### src/hw/rtl/ctss_pkg.sv
// Package for the clock time segment serializer.
// Holds the beat types, the frame constants and the segment decode function.
// It depends on nothing.
`timescale 1ns / 1ps
`default_nettype none

package ctss_pkg;

    localparam int unsigned FRAME_BITS = 32;
    localparam int unsigned CNT_W      = $clog2(FRAME_BITS);

    localparam logic [CNT_W-1:0] LAST_BIT = CNT_W'(FRAME_BITS - 1);

    // Fixed hours-tens patterns.
    localparam logic [7:0] COLON_ONLY = 8'h20;
    localparam logic [7:0] COLON_ONE  = 8'h60;

    typedef logic [FRAME_BITS-1:0] t_frame;

    typedef struct packed {
        logic [4:0] hours;
        logic [5:0] minutes;
    } t_time_in;

    typedef struct packed {
        logic             data_bit;
        logic [CNT_W-1:0] bit_number;
        logic             last;
    } t_bit_out;

    // Status of the frame queue as seen by both sides.
    typedef struct packed {
        logic full;
        logic empty;
    } t_q_stat;

    // Seven-segment code of one decimal digit.
    function automatic logic [7:0] seg_code(input logic [3:0] digit);
        logic [7:0] code;
        unique case (digit)
            4'd0:    code = 8'h7E;
            4'd1:    code = 8'h30;
            4'd2:    code = 8'h6D;
            4'd3:    code = 8'h79;
            4'd4:    code = 8'h33;
            4'd5:    code = 8'h5B;
            4'd6:    code = 8'h5F;
            4'd7:    code = 8'h70;
            4'd8:    code = 8'h7F;
            4'd9:    code = 8'h7B;
            default: code = 8'h00;
        endcase
        return code;
    endfunction

endpackage

`default_nettype wire

### src/hw/rtl/ctss_front.sv
// Front stage: accepts a time beat and builds its 32-bit segment frame.
// Depends on ctss_pkg.
`timescale 1ns / 1ps
`default_nettype none

module ctss_front (
    input  wire logic              i_clk,
    input  wire logic              i_rst_n,
    input  wire logic              i_valid,
    output logic                   o_ready,
    input  wire ctss_pkg::t_time_in i_item,
    output logic                   o_push,
    output ctss_pkg::t_frame       o_frame,
    input  wire ctss_pkg::t_q_stat i_q_stat
);

    logic             r_valid;
    ctss_pkg::t_frame r_frame;
    logic             n_valid;
    ctss_pkg::t_frame n_frame;

    logic [1:0] h_tens;
    logic [3:0] h_ones;
    logic [2:0] m_tens;
    logic [3:0] m_ones;
    logic [4:0] h_sub;
    logic [5:0] m_sub;
    logic       take;
    logic       drain;

    // Split into decimal digits by compare chains; values are narrow.
    always_comb begin
        priority if (i_item.hours >= 5'd30) h_tens = 2'd3;
        else if (i_item.hours >= 5'd20)     h_tens = 2'd2;
        else if (i_item.hours >= 5'd10)     h_tens = 2'd1;
        else                                h_tens = 2'd0;

        priority if (i_item.minutes >= 6'd60) m_tens = 3'd6;
        else if (i_item.minutes >= 6'd50)     m_tens = 3'd5;
        else if (i_item.minutes >= 6'd40)     m_tens = 3'd4;
        else if (i_item.minutes >= 6'd30)     m_tens = 3'd3;
        else if (i_item.minutes >= 6'd20)     m_tens = 3'd2;
        else if (i_item.minutes >= 6'd10)     m_tens = 3'd1;
        else                                  m_tens = 3'd0;

        h_sub  = {h_tens, 3'b000} + {2'b00, h_tens, 1'b0};
        m_sub  = {m_tens, 3'b000} + {2'b00, m_tens, 1'b0};
        h_ones = 4'(i_item.hours - h_sub);
        m_ones = 4'(i_item.minutes - m_sub);
    end

    assign drain   = r_valid && !i_q_stat.full;
    assign o_ready = !r_valid || !i_q_stat.full;
    assign take    = i_valid && o_ready;
    assign o_push  = drain;
    assign o_frame = r_frame;

    always_comb begin
        n_valid = r_valid;
        n_frame = r_frame;
        if (drain) begin
            n_valid = 1'b0;
        end
        if (take) begin
            n_valid = 1'b1;
            // Byte 0 goes out first, so it sits in the low bits.
            n_frame = {ctss_pkg::seg_code(m_ones),
                       ctss_pkg::seg_code({1'b0, m_tens}),
                       ctss_pkg::seg_code(h_ones),
                       (h_tens != 2'd0) ? ctss_pkg::COLON_ONE : ctss_pkg::COLON_ONLY};
        end
    end

    always_ff @(posedge i_clk) begin
        if (!i_rst_n) begin
            r_valid <= 1'b0;
        end else begin
            r_valid <= n_valid;
        end
        r_frame <= n_frame;
    end

endmodule

`default_nettype wire

### src/hw/rtl/ctss_fifo.sv
// Two-entry frame queue between the front stage and the serializer.
// Depends on ctss_pkg.
`timescale 1ns / 1ps
`default_nettype none

module ctss_fifo (
    input  wire logic              i_clk,
    input  wire logic              i_rst_n,
    input  wire logic              i_push,
    input  wire ctss_pkg::t_frame  i_frame,
    input  wire logic              i_pop,
    output ctss_pkg::t_frame       o_frame,
    output ctss_pkg::t_q_stat      o_stat
);

    ctss_pkg::t_frame r_mem [2];
    logic             r_wr_ptr;
    logic             r_rd_ptr;
    logic [1:0]       r_count;
    logic             n_wr_ptr;
    logic             n_rd_ptr;
    logic [1:0]       n_count;
    logic             do_push;
    logic             do_pop;

    assign o_stat.full  = (r_count == 2'd2);
    assign o_stat.empty = (r_count == 2'd0);
    assign o_frame      = r_mem[r_rd_ptr];

    // Drop requests that the queue cannot honor.
    assign do_push = i_push && !o_stat.full;
    assign do_pop  = i_pop && !o_stat.empty;

    always_comb begin
        n_wr_ptr = do_push ? !r_wr_ptr : r_wr_ptr;
        n_rd_ptr = do_pop ? !r_rd_ptr : r_rd_ptr;
        n_count  = r_count;
        if (do_push && !do_pop) begin
            n_count = r_count + 2'd1;
        end else if (do_pop && !do_push) begin
            n_count = r_count - 2'd1;
        end
    end

    always_ff @(posedge i_clk) begin
        if (!i_rst_n) begin
            r_wr_ptr <= 1'b0;
            r_rd_ptr <= 1'b0;
            r_count  <= 2'd0;
        end else begin
            r_wr_ptr <= n_wr_ptr;
            r_rd_ptr <= n_rd_ptr;
            r_count  <= n_count;
        end
        if (do_push) begin
            r_mem[r_wr_ptr] <= i_frame;
        end
    end

endmodule

`default_nettype wire

### src/hw/rtl/ctss_back.sv
// Serializer: loads a frame from the queue and shifts it out one bit per beat.
// Depends on ctss_pkg.
`timescale 1ns / 1ps
`default_nettype none

module ctss_back (
    input  wire logic              i_clk,
    input  wire logic              i_rst_n,
    input  wire ctss_pkg::t_q_stat i_q_stat,
    input  wire ctss_pkg::t_frame  i_frame,
    output logic                   o_pop,
    output logic                   o_valid,
    input  wire logic              i_ready,
    output ctss_pkg::t_bit_out     o_item
);

    logic                       r_busy;
    ctss_pkg::t_frame           r_frame;
    logic [ctss_pkg::CNT_W-1:0] r_cnt;
    logic                       n_busy;
    ctss_pkg::t_frame           n_frame;
    logic [ctss_pkg::CNT_W-1:0] n_cnt;
    logic                       beat;
    logic                       at_last;
    logic                       free;

    assign at_last = (r_cnt == ctss_pkg::LAST_BIT);
    assign beat    = r_busy && i_ready;
    // Free to load when idle or when the last bit leaves this cycle.
    assign free    = !r_busy || (beat && at_last);
    assign o_pop   = free && !i_q_stat.empty;

    assign o_valid           = r_busy;
    assign o_item.data_bit   = r_frame[0];
    assign o_item.bit_number = r_cnt;
    assign o_item.last       = at_last;

    always_comb begin
        n_busy  = r_busy;
        n_frame = r_frame;
        n_cnt   = r_cnt;
        if (o_pop) begin
            n_busy  = 1'b1;
            n_frame = i_frame;
            n_cnt   = '0;
        end else if (free) begin
            n_busy = 1'b0;
        end else if (beat) begin
            n_frame = r_frame >> 1;
            n_cnt   = r_cnt + 1'b1;
        end
    end

    always_ff @(posedge i_clk) begin
        if (!i_rst_n) begin
            r_busy <= 1'b0;
            r_cnt  <= '0;
        end else begin
            r_busy <= n_busy;
            r_cnt  <= n_cnt;
        end
        r_frame <= n_frame;
    end

`ifndef ASSERT_OFF
    a_pop_only_when_free: assert property (@(posedge i_clk) disable iff (!i_rst_n)
        o_pop |-> (!r_busy || (i_ready && at_last)))
        else $error("frame loaded while a frame is still shifting");

    a_bit_advance: assert property (@(posedge i_clk) disable iff (!i_rst_n)
        (beat && !at_last) |=> (r_busy && r_cnt == $past(r_cnt) + 1'b1))
        else $error("bit counter did not advance after a beat");

    a_new_frame_starts_at_zero: assert property (@(posedge i_clk) disable iff (!i_rst_n)
        o_pop |=> (r_busy && r_cnt == '0))
        else $error("loaded frame does not start at bit zero");

    a_hold_on_stall: assert property (@(posedge i_clk) disable iff (!i_rst_n)
        (r_busy && !i_ready) |=> (r_busy && $stable(r_cnt) && $stable(r_frame)))
        else $error("serializer moved while stalled");
`endif

endmodule

`default_nettype wire

### src/hw/rtl/clock_time_segment_serializer.sv
// From an empty block, a time beat is registered in the front stage, written into
// the queue, then loaded into the serializer, whose first bit is then valid.
// Each time beat gives 32 output beats; frames follow with no gap when the sink
// takes a beat every cycle, the rate being set by the one-bit-per-cycle shift
// register in the serializer, which holds while the sink is not ready.
// Reset (i_rst_n low, synchronous) empties the front stage, queue and serializer.
`timescale 1ns / 1ps
`default_nettype none

// Top level: front stage encodes the time into a frame, a two-entry queue
// decouples it from the serializer, which shifts the frame out LSB first.
module clock_time_segment_serializer (
    input  wire logic               i_clk,
    input  wire logic               i_rst_n,
    input  wire logic               i_valid,
    output logic                    o_ready,
    input  wire ctss_pkg::t_time_in i_item,
    output logic                    o_valid,
    input  wire logic               i_ready,
    output ctss_pkg::t_bit_out      o_item
);

    logic              push;
    logic              pop;
    ctss_pkg::t_frame  front_frame;
    ctss_pkg::t_frame  q_frame;
    ctss_pkg::t_q_stat q_stat;

    // Encode: split hours and minutes into digits, look up segment codes.
    ctss_front u_front (
        .i_clk    (i_clk),
        .i_rst_n  (i_rst_n),
        .i_valid  (i_valid),
        .o_ready  (o_ready),
        .i_item   (i_item),
        .o_push   (push),
        .o_frame  (front_frame),
        .i_q_stat (q_stat)
    );

    // Hold up to two encoded frames so the front keeps taking beats
    // while the serializer is still busy.
    ctss_fifo u_fifo (
        .i_clk   (i_clk),
        .i_rst_n (i_rst_n),
        .i_push  (push),
        .i_frame (front_frame),
        .i_pop   (pop),
        .o_frame (q_frame),
        .o_stat  (q_stat)
    );

    // Shift out 32 bits per frame; last marks the store strobe bit.
    ctss_back u_back (
        .i_clk    (i_clk),
        .i_rst_n  (i_rst_n),
        .i_q_stat (q_stat),
        .i_frame  (q_frame),
        .o_pop    (pop),
        .o_valid  (o_valid),
        .i_ready  (i_ready),
        .o_item   (o_item)
    );

endmodule

`default_nettype wire
### config.mk
export PLATFORM = sky130hd
export DESIGN_NAME = clock_time_segment_serializer
export DESIGN_NICKNAME = d
export VERILOG_FILES = /design/src/hw/rtl/ctss_pkg.sv /design/src/hw/rtl/ctss_front.sv /design/src/hw/rtl/ctss_fifo.sv /design/src/hw/rtl/ctss_back.sv /design/src/hw/rtl/clock_time_segment_serializer.sv
export SDC_FILE = /design/constraint.sdc
export NUM_CORES = 1
export LEC_CHECK = 0
export ABC_AREA = 1
export BUFFER_PORTS_ARGS = -buffer_cell sky130_fd_sc_hd__buf_2
export CAP_MARGIN = 20
export CELL_PAD_IN_SITES_DETAIL_PLACEMENT = 0
export CELL_PAD_IN_SITES_GLOBAL_PLACEMENT = 2
export CORE_MARGIN = 3
export CORE_UTILIZATION = 39
export DETAILED_ROUTE_END_ITERATION = 16
export PLACE_DENSITY = 0.76
export SLEW_MARGIN = 15
export SYNTH_ARGS = -nofsm -noshare
export SYNTH_HDL_FRONTEND = slang
export SYNTH_SLANG_ARGS = --single-unit
### constraint.sdc
create_clock -name i_clk -period 6.2 [get_ports i_clk]
set_clock_uncertainty 0.1 [all_clocks]
set_input_delay 0.31 -clock i_clk [delete_from_list [all_inputs] [get_ports i_clk]]
set_output_delay 0.31 -clock i_clk [all_outputs]
set_load 0.02 [all_outputs]
==> metrics.txt, run 1 <==
run status=complete, no violations; first-pass GRT wire length=13200 um; combined area of the multi-input logic cells=1620 sq um; placed cell count=642; fin. max-slew vios=0; fill cell instance count of the final layout=1169; relative contribution of sequential cells to total power=0.509; fraction of final layout cells sized beyond drive strength 1=0.145; share of the synthesized area in the top cell type=0.582; Residual DRC=0; number of buffers created by CTS=9; number of vias after detailed routing=about 3000; Sequential Area=3150 sq um; H-tree depth=3; sequential cell area fraction in the yosys report=0.630; post-synthesis register bit count=approximately 110; Top FF cell, synth=sky130_fd_sc_hd__edfxtp_1; post-synth design cell area=around 5000 sq um; Skew-Pair Late Insertion Delay=0.34 ns; synthesized area per cell=10.9 sq um; count of antenna-violating nets left after detailed routing=0; Cell Pwr Density=411 nW/um^2; Vert. Die Dim=119 um; post-route setup TNS=0 ns; core area=roughly 12000 sq um; combinational share of power=0.251; overflow left after global routing=0; type of the worst setup path=in2reg; routed wirelength normalized by instance count=around 12 um; data required time at the worst endpoint=6.31 ns; Total Routed Length=7590 um; critical-path maximum fanout=7; net switching power figure=0.710 mW; routability-driven placement congestion ratio=around 0.77; setup repair after global routing missed its margin=no; post-layout util=0.456; clock transition at the register clock pins on the worst setup and hold paths after CTS=approximately 0.070 ns; final hold vios=0; leading cell types by total area after synthesis=sky130_fd_sc_hd__edfxtp_1 58%, sky130_fd_sc_hd__nand2_1 7.8%, sky130_fd_sc_hd__ha_1 7.8%, sky130_fd_sc_hd__dfxtp_1 4.8%, sky130_fd_sc_hd__nor2_1 4.0%; row count=40; unique cell type count in the Yosys netlist=29; CP endpoint kind=flip-flop; arrival time reported for the critical path endpoint=2.61 ns; peak ir drop on the vdd network=between 150 and 200 uV; area enclosed by the die boundary=14200 sq um; sw frac=0.309; total of hold buffers inserted after clock tree synthesis=0; DRT iter0 DRCs=between 150 and 200; transition time at the pin with the least slew margin=0.852 ns; type of the most critical hold path=in2reg; port bufs=23; Clock Tree Root=sky130_fd_sc_hd__clkbuf_16; area growth from synthesis to layout=11.9%; Yosys Warn Count=0; dpl cell area=5300 sq um; TritonCTS clock tree=yes; Pint=1.59 mW; number of optimization iterations in the first detailed-route pass=4; max cap viols=0; synthesized netlist cell count=459; die boundary width=119 um; final critical-path share of the clock period=0.402; total setup buffers inserted after CTS=0; post-synth top area cell=sky130_fd_sc_hd__edfxtp_1; via density per instance=4.55; cell with the most instances after synthesis=sky130_fd_sc_hd__nand2_1; Fmax=401 MHz; startpoint class of the critical path=input port; Worst Setup Slack post-DPL=around 3.3 ns; half-perimeter wire length after placement=5190 um; Post-synth top cells=104 x sky130_fd_sc_hd__nand2_1, 97 x sky130_fd_sc_hd__edfxtp_1, 53 x sky130_fd_sc_hd__nor2_1, 41 x sky130_fd_sc_hd__inv_1, 31 x sky130_fd_sc_hd__ha_1; total global-route track usage=0.115; LEAKAGE=2.34 nW; non-filler cells in the finished layout=658; async set or reset register ratio after synthesis=0; share of total power in the clock network=0.240; count of pins on the block boundary=24; final critical path time including I/O delays and setup=2.49 ns; starting density of the core=0.408; n_diodes=0; post-synth net total=between 500 and 600; Resized cells post-CTS=0; Final setup viols=0; number of buffers on the longest clock path=2; number of global-route vias before repair=just under 3000; number of antenna violations at the first check in global routing=0; post-layout net count=531; Setup WS post-layout=3.71 ns; Design Area, Final=around 5600 sq um; Max-Slew Margin vs Limit=0.432; largest net degree at the start of global routing=56; number of sinks driven by the clock tree=109; count of flip-flops with a built-in enable after synthesis=97
layer usage:
metal,vias up,global-route usage,routed length (um)
met5,-,0,0
met4,0,0.0543,165
met3,11,0.0247,191
met2,29,0.194,3650
met1,1363,0.141,3590
li1,1589,-,-
path summary, 6_finish.rpt:
check	from	end	slack, ns	cells past startpoint
setup / recovery	i_item[3]	u_front.o_frame[24]$_DFFE_PP_	3.71	14
hold / removal	i_rst_n	u_fifo.r_count[1]$_SDFFE_PN0P_	0.14	3
setup reg to reg	u_back.r_cnt[0]$_SDFFE_PP0P_	u_back.r_frame[9]$_DFFE_PP_	3.71	9
hold reg to reg	u_front.o_frame[28]$_DFFE_PP_	u_fifo.r_mem[0][27]$_DFFE_PP_	0.35	0
power by group through the flow:
stage	combinational, mW	sequential, mW	clock (mW)
after CTS	0.596	1.18	0.566
final	0.577	1.17	0.552
after global placement	0.581	1.18	0
after detailed placement	0.593	1.19	0
after floorplan	0.458	1.16	0
after global routing	0.673	1.20	0.599
state kept, by name (all words and copies together), names as in the netlist, named ones only:
register / cells
u_fifo.r_rd_ptr: 1
u_fifo.r_wr_ptr: 1
u_fifo.r_count: 2
u_front.o_frame: 22
u_fifo.r_mem: 44
u_back.r_cnt: 5
u_front.r_valid: 1
u_back.o_valid: 1
u_back.r_frame: 31
cell type report:
cell class                      instances  share of cell area
Multi-Input combinational cell        290               0.289
Tap cell                              168              0.0376
Clock buffer                            9              0.0403
Sequential cell                       109               0.564
Timing Repair Buffer                   26              0.0246
Inverter                               49              0.0329
Clock inverter                          7              0.0119
logic make-up after synthesis:
group | after synthesis | synth area share
XOR/XNOR | 7 | 0.0123
buffers and inverters | 60 | 0.0465
flip-flops | 109 | 0.630
AO/OA/AOI/OAI | 52 | 0.0613
adder cells (fa/ha/maj) | 31 | 0.0775
AND/OR/NAND/NOR | 200 | 0.172
critical path, stage by stage:
cell	delay, ns
sky130_fd_sc_hd__buf_2	0.14
sky130_fd_sc_hd__o21ai_1	0.45
sky130_fd_sc_hd__inv_1	0.10
sky130_fd_sc_hd__nor2_1	0.19
sky130_fd_sc_hd__nor2_1	0.12
sky130_fd_sc_hd__inv_1	0.12
sky130_fd_sc_hd__ha_1	0.25
sky130_fd_sc_hd__or2_1	0.21
sky130_fd_sc_hd__nand2_1	0.13
sky130_fd_sc_hd__inv_2	0.07
sky130_fd_sc_hd__or2_2	0.28
sky130_fd_sc_hd__o21ai_0	0.08
sky130_fd_sc_hd__nand3_1	0.09
sky130_fd_sc_hd__nand2_1	0.07
layout by cell type, fill, tap and decap left out, drive strengths merged:
| cell | n |
|---|---|
| clkbuf | 9 |
| o21bai | 2 |
| buf | 26 |
| edfxtp | 97 |
| xnor2 | 1 |
| clkinv | 5 |
| nor3 | 1 |
| a21oi | 12 |
| bufinv | 1 |
| inv | 49 |
| a31oi | 21 |
| or2 | 12 |
| or3 | 1 |
| nand2 | 111 |
| o21ai | 17 |
| nor2 | 56 |
| nor3b | 1 |
| xor2 | 6 |
| ha | 31 |
| clkinvlp | 1 |
| nand3 | 18 |
| dfxtp | 12 |
through the flow:
step | power, mW | hold WS [ns]
after floorplan | 1.62 | 0.321
after global placement | 1.77 | 0.324
after detailed placement | 1.78 | 0.331
after CTS | 2.34 | 0.136
after global routing | 2.47 | 0.171
final | 2.30 | 0.144
(Power assumes the default switching activity.)
==> inputs of run 2 (changes only) <==
clock period = 2.39 ns   (was 6.2 ns; I/O delays follow)
==> run 2 against run 1 <==
Global-route usage grew 0.14 points. Combinational power grew to 3.0 times the previous value. Cell area grew 4.8%. Sequential power grew to 2.6 times the previous value. Clock power grew to 2.9 times the previous value. Die area is the same. Non-clock buffer count grew 23. Routed wire length grew 1.8%. Critical path type unchanged.
==> metrics.txt, run 2 (same netlist as run 1, synthesis figures left out) <==
Vert. Die Dim=119 um (unchanged); Setup WS post-layout=0.138 ns (-3.57 ns); Hold Path Stages=4 (+1); core area=12300 sq um (unchanged); Residual DRC=0 (unchanged); half-perimeter wire length after placement=5350 um (+3.1%); fill cell instance count of the final layout=1114 (-4.7%); TritonCTS clock tree=yes; Pint=4.41 mW (+180%); post-route setup TNS=0 ns (unchanged); die boundary width=119 um (unchanged); fin. max-slew vios=0 (unchanged); number of cells on the critical path=14 (unchanged); final critical path time including I/O delays and setup=between 2 and 2.5 ns; number of global-route vias before repair=3001 (+3.6%); startpoint of the worst hold path=i_item[9]; overflow left after global routing=0 (unchanged); delay of the slowest cell on the worst path=0.53 ns (+0.08 ns); number of buffers on the longest clock path=2 (unchanged); sw frac=0.305 (-0.00369); n_diodes=0 (unchanged); arrival time reported for the critical path endpoint=2.36 ns (-0.25 ns); share of total power in the clock network=0.252 (+0.012); placed cell count=660 (+2.8%); area growth from synthesis to layout=17.2%; non-filler cells in the finished layout=681 (+3.5%); Bufs and invs on worst path=4 (unchanged); R2R Path End=u_fifo.r_count[1]$_SDFFE_PN0P_; busiest layer in global routing=met2; cell occurring most often along the worst timing path=sky130_fd_sc_hd__nand2_1; starting density of the core=0.408 (unchanged); met3 track utilization from global routing=0.0152 (-0.00950); slack of the worst reg-to-reg path=0.27 ns (-3.44 ns); M1 GR Usage=0.150 (+0.00886); global routing met2 resource utilization=0.191 (-0.00247); startpoint class of the critical path=input port; final hold vios=0 (unchanged); most common library cell in the layout ignoring fill and taps=sky130_fd_sc_hd__nand2_1; commonest non-fill, non-tap cells in the layout=102 x sky130_fd_sc_hd__nand2_1, 97 x sky130_fd_sc_hd__edfxtp_1, 52 x sky130_fd_sc_hd__nor2_1, 41 x sky130_fd_sc_hd__inv_1, 30 x sky130_fd_sc_hd__ha_1; Worst R2R Path Depth=12 (+3); relative contribution of sequential cells to total power=0.472 (-0.037); Skew-Pair Late Insertion Delay=0.34 ns (about the same); area enclosed by the die boundary=14200 sq um (unchanged); number of vias after detailed routing=3089 (+3.2%); final critical-path share of the clock period=0.942; type of the most critical hold path=in2reg; Design Area, Final=5860 sq um (+4.8%); setup repair after global routing missed its margin=no; peak ir drop on the vdd network=475 uV (+150%); count of antenna-violating nets left after detailed routing=0 (unchanged); type of the worst setup path=in2reg; DRT iter0 DRCs=192 (+6.1%); Max-Slew Margin vs Limit=0.502 (+0.0694); max cap viols=0 (unchanged); critical path, cell by cell=dlygate4sd3_1 > buf_2 > nand2_1 > inv_1 > o21ai_0 > a21oi_1 > o21bai_2 > ha_4 > inv_1 > ha_1 > or2_2 > o21ai_0 > nand2_1 > nand2_1; first-pass GRT wire length=13600 um (+3.1%); critical-path maximum fanout=4 (-3); power consumption=6.34 mW (+180%); CP endpoint kind=flip-flop; net switching power figure=1.94 mW (+170%); Fmax=444 MHz; dpl cell area=5470 sq um (+3.1%); post-layout net count=554 (+4.3%); clock transition at the register clock pins on the worst setup and hold paths after CTS=0.07 ns (about the same); port bufs=23 (unchanged); LEAKAGE=2.48 nW (+6.0%); combinational share of power=0.276 (+0.025); count of pins on the block boundary=24 (unchanged); H-tree depth=3 (unchanged); number of optimization iterations in the first detailed-route pass=5 (+1); total global-route track usage=0.117 (+0.00138); number of sinks driven by the clock tree=109 (unchanged); number of antenna violations at the first check in global routing=0 (unchanged); Total Routed Length=7730 um (+1.8%); Clock Tree Root=sky130_fd_sc_hd__clkbuf_16; cell with the largest stage delay on the worst path=sky130_fd_sc_hd__dlygate4sd3_1; Cell Pwr Density=1080 nW/um^2 (+160%); transition time at the pin with the least slew margin=0.747 ns (-0.105 ns); Largest register FFs=44 (unchanged); CP top delay family=buffers and inverters; largest net degree at the start of global routing=29 (-48%); routability-driven placement congestion ratio=0.712 (-7.0%); routed wirelength normalized by instance count=11.3 um (-1.7%); startpoint of the most critical register-to-register path=u_back.r_cnt[1]$_SDFFE_PP0P_; number of buffers created by CTS=9 (unchanged); register name with the most flops=u_fifo.r_mem; Min-Delay Endpoint=u_front.o_frame[6]$_DFFE_PP_; fraction of final layout cells sized beyond drive strength 1=0.191 (+0.0461); run status=complete, no violations; Worst Setup Slack post-DPL=0.0357 ns (-3.27 ns); via density per instance=4.54 (-0.24%); data required time at the worst endpoint=2.49 ns (-3.82 ns); row count=40 (unchanged); Final setup viols=0 (unchanged)
[run 2: tightest hold or removal path, cell delays in order]
cell and delay, ns:
sky130_fd_sc_hd__buf_2 0.10, sky130_fd_sc_hd__inv_2 0.04, sky130_fd_sc_hd__a21oi_1 0.12, sky130_fd_sc_hd__or2_2 0.12
[run 2: layout make-up]
type / count / area (sq um) / area share
clock inverters: 7 / 103 / 0.0175
clock buffers: 9 / 225 / 0.0384
repair buffers: 49 / 345 / 0.0589
inverters: 49 / 184 / 0.0314
flip-flops and latches: 109 / 3150 / 0.538
well taps: 168 / 210 / 0.0359
multi-input cells: 290 / 1640 / 0.280
[run 2: worst max-delay path by stage]
stage | from | end | slack [ns]
6_report | i_item[10] | u_front.o_frame[8]$_DFFE_PP_ | 0.14
2_1_floorplan | i_item[3] | u_front.o_frame[29]$_DFFE_PP_ | 0.13
5_1_grt | u_back.r_cnt[1]$_SDFFE_PP0P_ | u_fifo.r_count[1]$_SDFFE_PN0P_ | 0.003
4_1_cts | i_item[10] | u_front.o_frame[8]$_DFFE_PP_ | 0.05
3_3_place_gp | i_item[6] | u_front.o_frame[8]$_DFFE_PP_ | 0.06
3_5_place_dp | i_item[6] | u_front.o_frame[8]$_DFFE_PP_ | 0.04
[run 2: power groups by stage]
stage	logic (mW)	registers, mW	clock network [mW]
floorplan	1.19	3.01	0
global placement	1.75	3.02	0
detailed placement	1.78	3.03	0
CTS	1.78	3.00	1.63
global route	2.03	3.05	1.72
finish	1.75	2.99	1.60
[run 2: what timing repair did]
item	4_1_cts	5_1_grt
endpoints found under the hold margin	5	0
setup endpoints to repair	0	7
setup buffers	0	1
gates resized for setup	0	4
hold buffers	4	0
[run 2: metal layers]
metal  vias up  part of all wire
met3        12             0.021
met5         -                 0
met1      1409              0.49
met2        39              0.47
met4         0             0.022
li1       1629                 -
[run 2: metrics by stage]
| step | hold slack, ns | util |
|---|---|---|
| floorplan | 0.155 | - |
| global placement | 0.306 | 0.446 |
| detailed placement | 0.307 | 0.446 |
| CTS | 0.155 | 0.476 |
| global route | 0.215 | 0.478 |
| finish | 0.157 | 0.478 |
